File: src/design/vlad_pkg.sv
// Shared types, constants and a width helper for the V-I loop area block.
package vlad_pkg;

   localparam int FIELD_W         = 16;
   localparam int SAMPLE_BITS_DEF = 16;
   localparam int AREA_W          = 38;
   localparam int ABS_SUM_W       = 39;
   localparam int SGN_SUM_W       = 41;
   localparam int SGN_MAG_W       = 40;

   typedef enum logic [1:0] {
      DIR_ZERO = 2'd0,
      DIR_POS  = 2'd1,
      DIR_NEG  = 2'd2
   } dir_type;

   typedef struct packed {
      logic valid;
      logic last;
      logic cont;
   } stage_ctl_type;

   function automatic int sum_width(input int sb);
      int w;
      w = 2 * sb + 3;
      if (w < SGN_SUM_W + 1) begin
         w = SGN_SUM_W + 1;
      end
      return w;
   endfunction

endpackage

File: src/design/vlad_prod.sv
// Input register, loop point tracking and cross-product multipliers.
module vlad_prod #(
   parameter int SAMPLE_BITS = vlad_pkg::SAMPLE_BITS_DEF
) (
   input  logic                               clock,
   input  logic                               reset,
   input  logic                               req_valid,
   output logic                               req_stall,
   input  logic signed [vlad_pkg::FIELD_W-1:0] req_volt,
   input  logic signed [vlad_pkg::FIELD_W-1:0] req_curr,
   input  logic                               req_last,
   output vlad_pkg::stage_ctl_type            out_ctl,
   output logic signed [2*SAMPLE_BITS-1:0]    out_pv_ci,
   output logic signed [2*SAMPLE_BITS-1:0]    out_cv_pi,
   output logic signed [2*SAMPLE_BITS-1:0]    out_cv_fi,
   output logic signed [2*SAMPLE_BITS-1:0]    out_fv_ci,
   input  logic                               out_ready
);

   localparam int SB = SAMPLE_BITS;
   localparam int PW = 2 * SAMPLE_BITS;
   localparam int LB = (SAMPLE_BITS < vlad_pkg::FIELD_W) ? SAMPLE_BITS : vlad_pkg::FIELD_W;

   logic signed [SB-1:0] volt_x;
   logic signed [SB-1:0] curr_x;

   logic                 s1_valid_ff;
   logic                 s1_last_ff;
   logic signed [SB-1:0] s1_volt_ff;
   logic signed [SB-1:0] s1_curr_ff;

   logic                 in_cycle_ff;
   logic signed [SB-1:0] prev_volt_ff;
   logic signed [SB-1:0] prev_curr_ff;
   logic signed [SB-1:0] first_volt_ff;
   logic signed [SB-1:0] first_curr_ff;

   vlad_pkg::stage_ctl_type s2_ctl_ff;
   vlad_pkg::stage_ctl_type s2_ctl_in;
   logic signed [PW-1:0]    pv_ci_ff;
   logic signed [PW-1:0]    cv_pi_ff;
   logic signed [PW-1:0]    cv_fi_ff;
   logic signed [PW-1:0]    fv_ci_ff;

   logic signed [PW-1:0] pv_ci_in;
   logic signed [PW-1:0] cv_pi_in;
   logic signed [PW-1:0] cv_fi_in;
   logic signed [PW-1:0] fv_ci_in;

   logic s2_ready;
   logic s1_ready;
   logic s1_go;
   logic accept;

   assign volt_x = $signed(SB'(req_volt[LB-1:0]));
   assign curr_x = $signed(SB'(req_curr[LB-1:0]));

   assign s2_ready  = !s2_ctl_ff.valid || out_ready;
   assign s1_ready  = !s1_valid_ff || s2_ready;
   assign s1_go     = s1_valid_ff && s2_ready;
   assign req_stall = !s1_ready;
   assign accept    = req_valid && s1_ready;

   assign pv_ci_in = prev_volt_ff * s1_curr_ff;
   assign cv_pi_in = s1_volt_ff * prev_curr_ff;
   assign cv_fi_in = s1_volt_ff * first_curr_ff;
   assign fv_ci_in = first_volt_ff * s1_curr_ff;

   always_comb begin
      s2_ctl_in.valid = s1_valid_ff;
      s2_ctl_in.last  = s1_last_ff;
      s2_ctl_in.cont  = in_cycle_ff;
   end

   always_ff @(posedge clock) begin
      if (reset) begin
         s1_valid_ff <= 1'b0;
         in_cycle_ff <= 1'b0;
         s2_ctl_ff   <= '0;
      end else begin
         if (s1_ready) begin
            s1_valid_ff <= req_valid;
         end
         if (s1_go) begin
            in_cycle_ff <= !s1_last_ff;
         end
         if (s2_ready) begin
            s2_ctl_ff <= s2_ctl_in;
         end
      end
   end

   always_ff @(posedge clock) begin
      if (accept) begin
         s1_volt_ff <= volt_x;
         s1_curr_ff <= curr_x;
         s1_last_ff <= req_last;
      end
      if (s1_go) begin
         prev_volt_ff <= s1_volt_ff;
         prev_curr_ff <= s1_curr_ff;
         if (!in_cycle_ff) begin
            first_volt_ff <= s1_volt_ff;
            first_curr_ff <= s1_curr_ff;
         end
         pv_ci_ff <= pv_ci_in;
         cv_pi_ff <= cv_pi_in;
         cv_fi_ff <= cv_fi_in;
         fv_ci_ff <= fv_ci_in;
      end
   end

   assign out_ctl   = s2_ctl_ff;
   assign out_pv_ci = pv_ci_ff;
   assign out_cv_pi = cv_pi_ff;
   assign out_cv_fi = cv_fi_ff;
   assign out_fv_ci = fv_ci_ff;

endmodule

File: src/design/vlad_term.sv
// Cross terms, their magnitudes, the pre-added sums and the clamped candidates for the accumulator.
module vlad_term #(
   parameter int SAMPLE_BITS = vlad_pkg::SAMPLE_BITS_DEF
) (
   input  logic                                        clock,
   input  logic                                        reset,
   input  vlad_pkg::stage_ctl_type                     in_ctl,
   input  logic signed [2*SAMPLE_BITS-1:0]             in_pv_ci,
   input  logic signed [2*SAMPLE_BITS-1:0]             in_cv_pi,
   input  logic signed [2*SAMPLE_BITS-1:0]             in_cv_fi,
   input  logic signed [2*SAMPLE_BITS-1:0]             in_fv_ci,
   output logic                                        in_ready,
   output vlad_pkg::stage_ctl_type                     out_ctl,
   output logic [vlad_pkg::sum_width(SAMPLE_BITS)-1:0] out_a12,
   output logic signed [vlad_pkg::sum_width(SAMPLE_BITS)-1:0] out_c1,
   output logic signed [vlad_pkg::sum_width(SAMPLE_BITS)-1:0] out_c12,
   output logic signed [vlad_pkg::SGN_SUM_W-1:0]       out_cand_hi,
   output logic signed [vlad_pkg::SGN_SUM_W-1:0]       out_cand_lo,
   input  logic                                        out_ready
);

   localparam int PW = 2 * SAMPLE_BITS;
   localparam int CW = 2 * SAMPLE_BITS + 1;
   localparam int XW = vlad_pkg::sum_width(SAMPLE_BITS);
   localparam int SW = vlad_pkg::SGN_SUM_W;
   localparam logic signed [XW-1:0] SLIM =
      {{(XW-vlad_pkg::SGN_MAG_W){1'b0}}, {vlad_pkg::SGN_MAG_W{1'b1}}};
   localparam logic signed [XW-1:0] NLIM = -SLIM;

   vlad_pkg::stage_ctl_type s3_ctl_ff;
   logic signed [CW-1:0]    c1_ff;
   logic signed [CW-1:0]    c2_ff;
   logic [CW-1:0]           a1_ff;
   logic [CW-1:0]           a2_ff;

   vlad_pkg::stage_ctl_type s4_ctl_ff;
   logic [XW-1:0]           a12_ff;
   logic signed [XW-1:0]    c1x_ff;
   logic signed [XW-1:0]    c12_ff;
   logic signed [SW-1:0]    cand_hi_ff;
   logic signed [SW-1:0]    cand_lo_ff;

   logic signed [CW-1:0] d1_pos;
   logic signed [CW-1:0] d1_neg;
   logic signed [CW-1:0] d2_pos;
   logic signed [CW-1:0] d2_neg;
   logic signed [CW-1:0] c1_in;
   logic signed [CW-1:0] c2_in;
   logic [CW-1:0]        a1_in;
   logic [CW-1:0]        a2_in;

   logic [XW-1:0]        a12_in;
   logic signed [XW-1:0] c1x_in;
   logic signed [XW-1:0] c2x;
   logic signed [XW-1:0] c12_in;
   logic signed [XW-1:0] hi_raw;
   logic signed [XW-1:0] lo_raw;
   logic signed [SW-1:0] cand_hi_in;
   logic signed [SW-1:0] cand_lo_in;

   logic s4_ready;
   logic s3_ready;
   logic use_c1;
   logic use_c2;

   assign s4_ready = !s4_ctl_ff.valid || out_ready;
   assign s3_ready = !s3_ctl_ff.valid || s4_ready;
   assign in_ready = s3_ready;

   assign d1_pos = $signed({in_pv_ci[PW-1], in_pv_ci}) - $signed({in_cv_pi[PW-1], in_cv_pi});
   assign d1_neg = $signed({in_cv_pi[PW-1], in_cv_pi}) - $signed({in_pv_ci[PW-1], in_pv_ci});
   assign d2_pos = $signed({in_cv_fi[PW-1], in_cv_fi}) - $signed({in_fv_ci[PW-1], in_fv_ci});
   assign d2_neg = $signed({in_fv_ci[PW-1], in_fv_ci}) - $signed({in_cv_fi[PW-1], in_cv_fi});

   assign use_c1 = in_ctl.cont;
   assign use_c2 = in_ctl.cont && in_ctl.last;

   always_comb begin
      c1_in = use_c1 ? d1_pos : '0;
      c2_in = use_c2 ? d2_pos : '0;
      a1_in = '0;
      a2_in = '0;
      if (use_c1) begin
         a1_in = d1_pos[CW-1] ? d1_neg : d1_pos;
      end
      if (use_c2) begin
         a2_in = d2_pos[CW-1] ? d2_neg : d2_pos;
      end
   end

   assign a12_in = {{(XW-CW){1'b0}}, a1_ff} + {{(XW-CW){1'b0}}, a2_ff};
   assign c1x_in = {{(XW-CW){c1_ff[CW-1]}}, c1_ff};
   assign c2x    = {{(XW-CW){c2_ff[CW-1]}}, c2_ff};
   assign c12_in = c1x_in + c2x;
   assign hi_raw = SLIM + c2x;
   assign lo_raw = NLIM + c2x;

   always_comb begin
      if (hi_raw > SLIM) begin
         cand_hi_in = SLIM[SW-1:0];
      end else if (hi_raw < NLIM) begin
         cand_hi_in = NLIM[SW-1:0];
      end else begin
         cand_hi_in = hi_raw[SW-1:0];
      end
      if (lo_raw > SLIM) begin
         cand_lo_in = SLIM[SW-1:0];
      end else if (lo_raw < NLIM) begin
         cand_lo_in = NLIM[SW-1:0];
      end else begin
         cand_lo_in = lo_raw[SW-1:0];
      end
   end

   always_ff @(posedge clock) begin
      if (reset) begin
         s3_ctl_ff <= '0;
         s4_ctl_ff <= '0;
      end else begin
         if (s3_ready) begin
            s3_ctl_ff <= in_ctl;
         end
         if (s4_ready) begin
            s4_ctl_ff <= s3_ctl_ff;
         end
      end
   end

   always_ff @(posedge clock) begin
      if (s3_ready && in_ctl.valid) begin
         c1_ff <= c1_in;
         c2_ff <= c2_in;
         a1_ff <= a1_in;
         a2_ff <= a2_in;
      end
      if (s4_ready && s3_ctl_ff.valid) begin
         a12_ff     <= a12_in;
         c1x_ff     <= c1x_in;
         c12_ff     <= c12_in;
         cand_hi_ff <= cand_hi_in;
         cand_lo_ff <= cand_lo_in;
      end
   end

   assign out_ctl     = s4_ctl_ff;
   assign out_a12     = a12_ff;
   assign out_c1      = c1x_ff;
   assign out_c12     = c12_ff;
   assign out_cand_hi = cand_hi_ff;
   assign out_cand_lo = cand_lo_ff;

endmodule

File: src/design/vlad_accum.sv
// Saturating loop accumulators and the result register.
module vlad_accum #(
   parameter int SAMPLE_BITS = vlad_pkg::SAMPLE_BITS_DEF
) (
   input  logic                                        clock,
   input  logic                                        reset,
   input  vlad_pkg::stage_ctl_type                     in_ctl,
   input  logic [vlad_pkg::sum_width(SAMPLE_BITS)-1:0] in_a12,
   input  logic signed [vlad_pkg::sum_width(SAMPLE_BITS)-1:0] in_c1,
   input  logic signed [vlad_pkg::sum_width(SAMPLE_BITS)-1:0] in_c12,
   input  logic signed [vlad_pkg::SGN_SUM_W-1:0]       in_cand_hi,
   input  logic signed [vlad_pkg::SGN_SUM_W-1:0]       in_cand_lo,
   output logic                                        in_ready,
   output logic                                        rsp_valid,
   input  logic                                        rsp_stall,
   output logic [vlad_pkg::AREA_W-1:0]                 rsp_area,
   output logic [1:0]                                  rsp_direction,
   output logic                                        rsp_overflow
);

   localparam int XW = vlad_pkg::sum_width(SAMPLE_BITS);
   localparam int SW = vlad_pkg::SGN_SUM_W;
   localparam int AB = vlad_pkg::ABS_SUM_W;
   localparam logic signed [XW-1:0] SLIM =
      {{(XW-vlad_pkg::SGN_MAG_W){1'b0}}, {vlad_pkg::SGN_MAG_W{1'b1}}};
   localparam logic signed [XW-1:0] NLIM = -SLIM;
   localparam logic [XW-1:0] ALIM = {{(XW-AB){1'b0}}, {AB{1'b1}}};

   logic [AB-1:0]        abs_sum_ff;
   logic signed [SW-1:0] sgn_sum_ff;
   logic                 sat_ff;

   logic                 rsp_valid_ff;
   logic [vlad_pkg::AREA_W-1:0] area_ff;
   vlad_pkg::dir_type    dir_ff;
   logic                 overflow_ff;

   logic [AB-1:0]        abs_base;
   logic signed [SW-1:0] sgn_base;
   logic [XW-1:0]        abs_raw;
   logic signed [XW-1:0] sgn_x;
   logic signed [XW-1:0] sgn_y;
   logic [AB-1:0]        abs_sum_in;
   logic signed [SW-1:0] sgn_sum_in;
   logic                 sat_in;
   logic                 abs_sat;
   logic                 sgn_sat;
   vlad_pkg::dir_type    dir_in;

   logic out_free;
   logic go;

   assign out_free = !rsp_valid_ff || !rsp_stall;
   assign in_ready = !in_ctl.last || out_free;
   assign go       = in_ctl.valid && in_ready;

   assign abs_base = in_ctl.cont ? abs_sum_ff : '0;
   assign sgn_base = in_ctl.cont ? sgn_sum_ff : '0;
   assign abs_raw  = {{(XW-AB){1'b0}}, abs_base} + in_a12;
   assign sgn_x    = {{(XW-SW){sgn_base[SW-1]}}, sgn_base} + in_c1;
   assign sgn_y    = {{(XW-SW){sgn_base[SW-1]}}, sgn_base} + in_c12;

   always_comb begin
      abs_sat    = abs_raw > ALIM;
      abs_sum_in = abs_sat ? ALIM[AB-1:0] : abs_raw[AB-1:0];
      sgn_sat    = 1'b1;
      if (sgn_x > SLIM) begin
         sgn_sum_in = in_cand_hi;
      end else if (sgn_x < NLIM) begin
         sgn_sum_in = in_cand_lo;
      end else if (sgn_y > SLIM) begin
         sgn_sum_in = SLIM[SW-1:0];
      end else if (sgn_y < NLIM) begin
         sgn_sum_in = NLIM[SW-1:0];
      end else begin
         sgn_sum_in = sgn_y[SW-1:0];
         sgn_sat    = 1'b0;
      end
      sat_in = (in_ctl.cont && sat_ff) || abs_sat || sgn_sat;
   end

   always_comb begin
      if (sgn_sum_in > 0) begin
         dir_in = vlad_pkg::DIR_POS;
      end else if (sgn_sum_in < 0) begin
         dir_in = vlad_pkg::DIR_NEG;
      end else begin
         dir_in = vlad_pkg::DIR_ZERO;
      end
   end

   always_ff @(posedge clock) begin
      if (reset) begin
         rsp_valid_ff <= 1'b0;
      end else if (go && in_ctl.last) begin
         rsp_valid_ff <= 1'b1;
      end else if (!rsp_stall) begin
         rsp_valid_ff <= 1'b0;
      end
   end

   always_ff @(posedge clock) begin
      if (go) begin
         abs_sum_ff <= abs_sum_in;
         sgn_sum_ff <= sgn_sum_in;
         sat_ff     <= sat_in;
         if (in_ctl.last) begin
            area_ff     <= abs_sum_in[AB-1:1];
            dir_ff      <= dir_in;
            overflow_ff <= sat_in;
         end
      end
   end

   assign rsp_valid     = rsp_valid_ff;
   assign rsp_area      = area_ff;
   assign rsp_direction = dir_ff;
   assign rsp_overflow  = overflow_ff;

endmodule

File: src/design/vi_loop_area_direction_top.sv
// Top level of the V-I loop area and direction block.
//
// Streams one waveform cycle of (volt, curr) sample pairs, the final one marked
// by req_last, and returns one result item per waveform cycle with the shoelace
// area (half the sum of absolute cross products, Q2.30 units), the loop
// direction from the sign of the signed sum, and an overflow flag if either
// saturating accumulator clamped during the cycle. One sample is taken every
// clock while req_stall is low. A last sample passes the input, product and
// term registers before the accumulator registers its result item. Samples
// keep flowing while a result waits in the output register, until the next last
// sample reaches the accumulator; that sample then holds the pipeline.
module vi_loop_area_direction_top #(
   parameter int SAMPLE_BITS = vlad_pkg::SAMPLE_BITS_DEF
) (
   input  logic                               clock,
   input  logic                               reset,
   input  logic                               req_valid,
   output logic                               req_stall,
   input  logic signed [vlad_pkg::FIELD_W-1:0] req_volt,
   input  logic signed [vlad_pkg::FIELD_W-1:0] req_curr,
   input  logic                               req_last,
   output logic                               rsp_valid,
   input  logic                               rsp_stall,
   output logic [vlad_pkg::AREA_W-1:0]         rsp_area,
   output logic [1:0]                         rsp_direction,
   output logic                               rsp_overflow
);

   localparam int PW = 2 * SAMPLE_BITS;
   localparam int XW = vlad_pkg::sum_width(SAMPLE_BITS);
   localparam int SW = vlad_pkg::SGN_SUM_W;

   vlad_pkg::stage_ctl_type prod_ctl;
   logic signed [PW-1:0]    pv_ci;
   logic signed [PW-1:0]    cv_pi;
   logic signed [PW-1:0]    cv_fi;
   logic signed [PW-1:0]    fv_ci;
   logic                    term_ready;

   vlad_pkg::stage_ctl_type term_ctl;
   logic [XW-1:0]           a12;
   logic signed [XW-1:0]    c1;
   logic signed [XW-1:0]    c12;
   logic signed [SW-1:0]    cand_hi;
   logic signed [SW-1:0]    cand_lo;
   logic                    accum_ready;

   vlad_prod #(
      .SAMPLE_BITS(SAMPLE_BITS)
   ) u_prod (
      .clock     (clock),
      .reset     (reset),
      .req_valid (req_valid),
      .req_stall (req_stall),
      .req_volt  (req_volt),
      .req_curr  (req_curr),
      .req_last  (req_last),
      .out_ctl   (prod_ctl),
      .out_pv_ci (pv_ci),
      .out_cv_pi (cv_pi),
      .out_cv_fi (cv_fi),
      .out_fv_ci (fv_ci),
      .out_ready (term_ready)
   );

   vlad_term #(
      .SAMPLE_BITS(SAMPLE_BITS)
   ) u_term (
      .clock       (clock),
      .reset       (reset),
      .in_ctl      (prod_ctl),
      .in_pv_ci    (pv_ci),
      .in_cv_pi    (cv_pi),
      .in_cv_fi    (cv_fi),
      .in_fv_ci    (fv_ci),
      .in_ready    (term_ready),
      .out_ctl     (term_ctl),
      .out_a12     (a12),
      .out_c1      (c1),
      .out_c12     (c12),
      .out_cand_hi (cand_hi),
      .out_cand_lo (cand_lo),
      .out_ready   (accum_ready)
   );

   vlad_accum #(
      .SAMPLE_BITS(SAMPLE_BITS)
   ) u_accum (
      .clock         (clock),
      .reset         (reset),
      .in_ctl        (term_ctl),
      .in_a12        (a12),
      .in_c1         (c1),
      .in_c12        (c12),
      .in_cand_hi    (cand_hi),
      .in_cand_lo    (cand_lo),
      .in_ready      (accum_ready),
      .rsp_valid     (rsp_valid),
      .rsp_stall     (rsp_stall),
      .rsp_area      (rsp_area),
      .rsp_direction (rsp_direction),
      .rsp_overflow  (rsp_overflow)
   );

endmodule
File: config.mk
export PLATFORM = sky130hd
export DESIGN_NAME = vi_loop_area_direction_top
export DESIGN_NICKNAME = d
export VERILOG_FILES = /design/src/design/vlad_pkg.sv /design/src/design/vlad_prod.sv /design/src/design/vlad_term.sv /design/src/design/vlad_accum.sv /design/src/design/vi_loop_area_direction_top.sv
export SDC_FILE = /design/constraint.sdc
export NUM_CORES = 2
export LEC_CHECK = 0
export ABC_AREA = 1
export BUFFER_PORTS_ARGS = -buffer_cell sky130_fd_sc_hd__buf_2
export CORE_UTILIZATION = 40
export DETAILED_ROUTE_END_ITERATION = 7
export GPL_TIMING_DRIVEN = 0
export PLACE_DENSITY = 0.59
export SLEW_MARGIN = 20
export SYNTH_ARGS = -nofsm -noshare
export SYNTH_HDL_FRONTEND = slang
export SYNTH_SLANG_ARGS = --single-unit
File: constraint.sdc
create_clock -name clock -period 12.56 [get_ports clock]
set_clock_uncertainty 0.05 [all_clocks]
set_input_delay 2.512 -clock clock [delete_from_list [all_inputs] [get_ports clock]]
set_output_delay 2.512 -clock clock [all_outputs]
set_load 0.03 [all_outputs]
==> results.toml <==
[final_layout]
regArea_um2 = 20000
final_layout_size_suffix_gt1_frac = 0.0370
layout_common_cells = "inv_1, nand2_1, fa_1"
area_delta_synth_final_pct = 8.62
multi_input_area_um2 = 52200
nets = 11795
fin_area_um2 = 89400
fillCellCount = 20471
layout_commonest_cell = "inv_1"

[logic_synthesis]
ys_top_cells_by_area = "fa_1, edfxtp_1, inv_1, nand2_1, ha_1"
synth_top_area_cell = "fa_1"
avgSynthCellArea_um2 = 8.31
yosysSeqAreaShare = 0.243
synth-seq-cells = 671
synth.top_cell.area_share = 0.257
ys_types = 57
syn-cell-area_um2 = 82300
synth_warnings = 0
synth_cells = 9907

[critical_path]
critPathCaptureType = "flip-flop"
slowest_stage = "edfxtp_1"
rrSetupSlack_ns = 3.41
reg2reg_to = "u_prod.out_fv_ci[31]"
cp.arrival_ns = 9.54
cp-start-kind = "flip-flop"
criticalPathCategory = "reg2reg"
worst_path_most_repeated_cell = "fa_1"
r2r_cells = 28
crit_fanout = 10
crit_required_ns = 12.95
critical_path.max_stage_delay_ns = 0.80
rr_startpoint = "u_prod.s1_curr_ff[7]"

[place]
hpwlAfterDp_um = 229000
port-buffer-count = 78
gp_congestion = 0.974
place_area_um2 = 86600

[grt]
antenna_found_initial = 16
grt_usage = 0.259
first_global_vias = 66811
grt_pass1_wl_um = 404000
grt_overflow = 0
grt_max_degree = 97

[timing]
rsz0062_at_grt = "no"
slew_violations = 0
min_period_over_period = 0.729
fmax_mhz = 109
finalSetupViolCount = 0
tightest_slew_ns = 1.15
min_period_ns = 9.15
relSlewSlack = 0.227
hold_viol_final = 0

[floorplan]
num_rows = 166
io_pins = 80
start_util = 0.402
die_h_um = 456
dieArea_um2 = 208000
coreArea_um2 = 205000
die_width_um = 456

[route]
drtIter0Drc = 4578
drt-total-wl_um = 267000
wire_per_inst_um = 20.8
drc = 0
ant_nets = 0
dr.pass1.iters = 6
vias = 65018
viasPerCell = 5.06

[hold_path]
min_to = "u_term.out_c1[0]"
worstHoldStart = "u_term.a1_ff[0]"
whs_path_depth = 0
worstHoldPathType = "reg2reg"

[clock_tree]
clkTransAtPathRegs_ns = 0.06
ctsResizeCount = 0
cts_sinks = 671
cts_max_path_buffers = 3
clockRootBuffer = "clkbuf_16"
holdBufCountCts = 0
insertion_delay_ns = 0.74
h-tree-depth = 3
post_cts_buffers = 0
cts_inserted_buffers = 83
cts_tree = "built"

[outcome]
outcome = "completed"

[job]
drv_cap = 0
[layer usage]
layer / global-route usage / vias to the layer above / share of wire
met5: 0 / - / 0.00026
li1: - / 30732 / -
met2: 0.448 / 1878 / 0.49
met4: 0.133 / 10 / 0.056
met3: 0.0302 / 491 / 0.051
met1: 0.318 / 31907 / 0.40
[metrics by stage]
| stage | util | hold slack (ns) | std cells | worst slack (ns) | setup TNS, ns |
|---|---|---|---|---|---|
| floorplan | - | 0.379 | 9913 | 1.47 | 0 |
| global placement | 0.421 | 0.392 | 12679 | -1.86 | -328.85 |
| detailed placement | 0.423 | 0.399 | 12698 | 3.37 | 0 |
| CTS | 0.437 | 0.413 | 12850 | 3.33 | 0 |
| global route | 0.437 | 0.424 | 12850 | 2.92 | 0 |
| finish | 0.437 | 0.414 | 12855 | 3.41 | 0 |
[flip-flops by register name (all words and copies together) (netlist names), 16 cells and up]
name	count
u_prod.prev_curr_ff	16
u_prod.s1_curr_ff	16
u_term.out_cand_lo	41
u_accum.abs_sum_ff	39
u_prod.first_volt_ff	16
u_term.out_cand_hi	41
u_prod.out_cv_fi	32
u_term.out_c12	34
u_prod.out_cv_pi	32
u_term.a2_ff	33
u_term.c2_ff	32
u_prod.prev_volt_ff	16
u_prod.out_pv_ci	32
u_term.out_c1	33
u_accum.sgn_sum_ff	41
u_prod.first_curr_ff	16
u_prod.out_fv_ci	32
u_prod.s1_volt_ff	16
u_accum.rsp_area	38
u_term.out_a12	33
u_term.c1_ff	32
u_term.a1_ff	33
[synth_stat cells (all sizes together)]
cell     count
and3         2
nor3b        3
nand3b      20
inv       2378
or3          2
o221ai      14
a221oi       4
fa        1055
nor4        12
a21o        15
o21bai      34
a211o        2
dfxtp       12
nand2     2262
and2         3
a22o         1
a31oi       13
nor3        56
a41oi        1
nor2       585
nand4       59
o2111ai     11
o31ai       11
conb         2
o21ai      294
o21a        44
xnor2      126
o211ai      24
o22ai       10
o22a        27
a2111oi      1
o41ai        2
or2         78
clkbuf     282
a21boi      34
xor2       258
clkinv       2
buf         31
a21oi      552
a211oi      25
edfxtp     659
ha         608
a221o        1
nand3      292
[cells by family (layout without fill, tap and decap cells)]
family | Yosys count | after routing | share of synthesized area
DFF | 671 | 671 | 0.243
adders and majority gates | 1663 | 1663 | 0.349
and+or+nand+nor | 3374 | 3374 | 0.166
AOI/OAI and AO/OA | 1120 | 1120 | 0.0772
xor gates and xnor gates | 384 | 384 | 0.0409
buffers and inverters | 2693 | 2942 | 0.124
other | 2 | 13 | 0.0000912
[worst max-delay path by stage]
stage / startpoint / end / slack [ns] / cells past startpoint
final: u_prod.s1_curr_ff[7] / u_prod.out_fv_ci[31] / 3.41 / 28
after global routing: u_prod.s1_curr_ff[5] / u_prod.out_pv_ci[30] / 2.92 / 27
after CTS: u_prod.s1_curr_ff[5] / u_prod.out_pv_ci[30] / 3.33 / 27
after detailed placement: u_prod.s1_curr_ff[5] / u_prod.out_pv_ci[30] / 3.37 / 27
after global placement: rsp_stall / u_term.out_cand_hi[40] / -1.86 / 6
after floorplan: rsp_stall / u_term.out_a12[10] / 1.47 / 5
[area by class of cell]
class | count | area share
antenna | 5 | 0.000140
buffer | 313 | 0.0141
clock buffer | 95 | 0.0237
clock inverter | 57 | 0.00771
inverter | 2380 | 0.100
multi-input combinational | 6549 | 0.584
sequential | 671 | 0.224
tap | 2688 | 0.0376
timing repair buffer | 97 | 0.00915
[critical path, delay by kind of cell (launching register included)]
kind / cells / cell delay, ns
compound gates: 9 / 2.55
simple gates: 5 / 0.66
flops: 1 / 0.80
buf+inv: 6 / 0.88
fa+ha+maj: 7 / 3.40
xor+xnor: 1 / 0.54
Power is not shown: default switching activity piles up to over one toggle a cycle in this logic, so the estimate is an artifact.
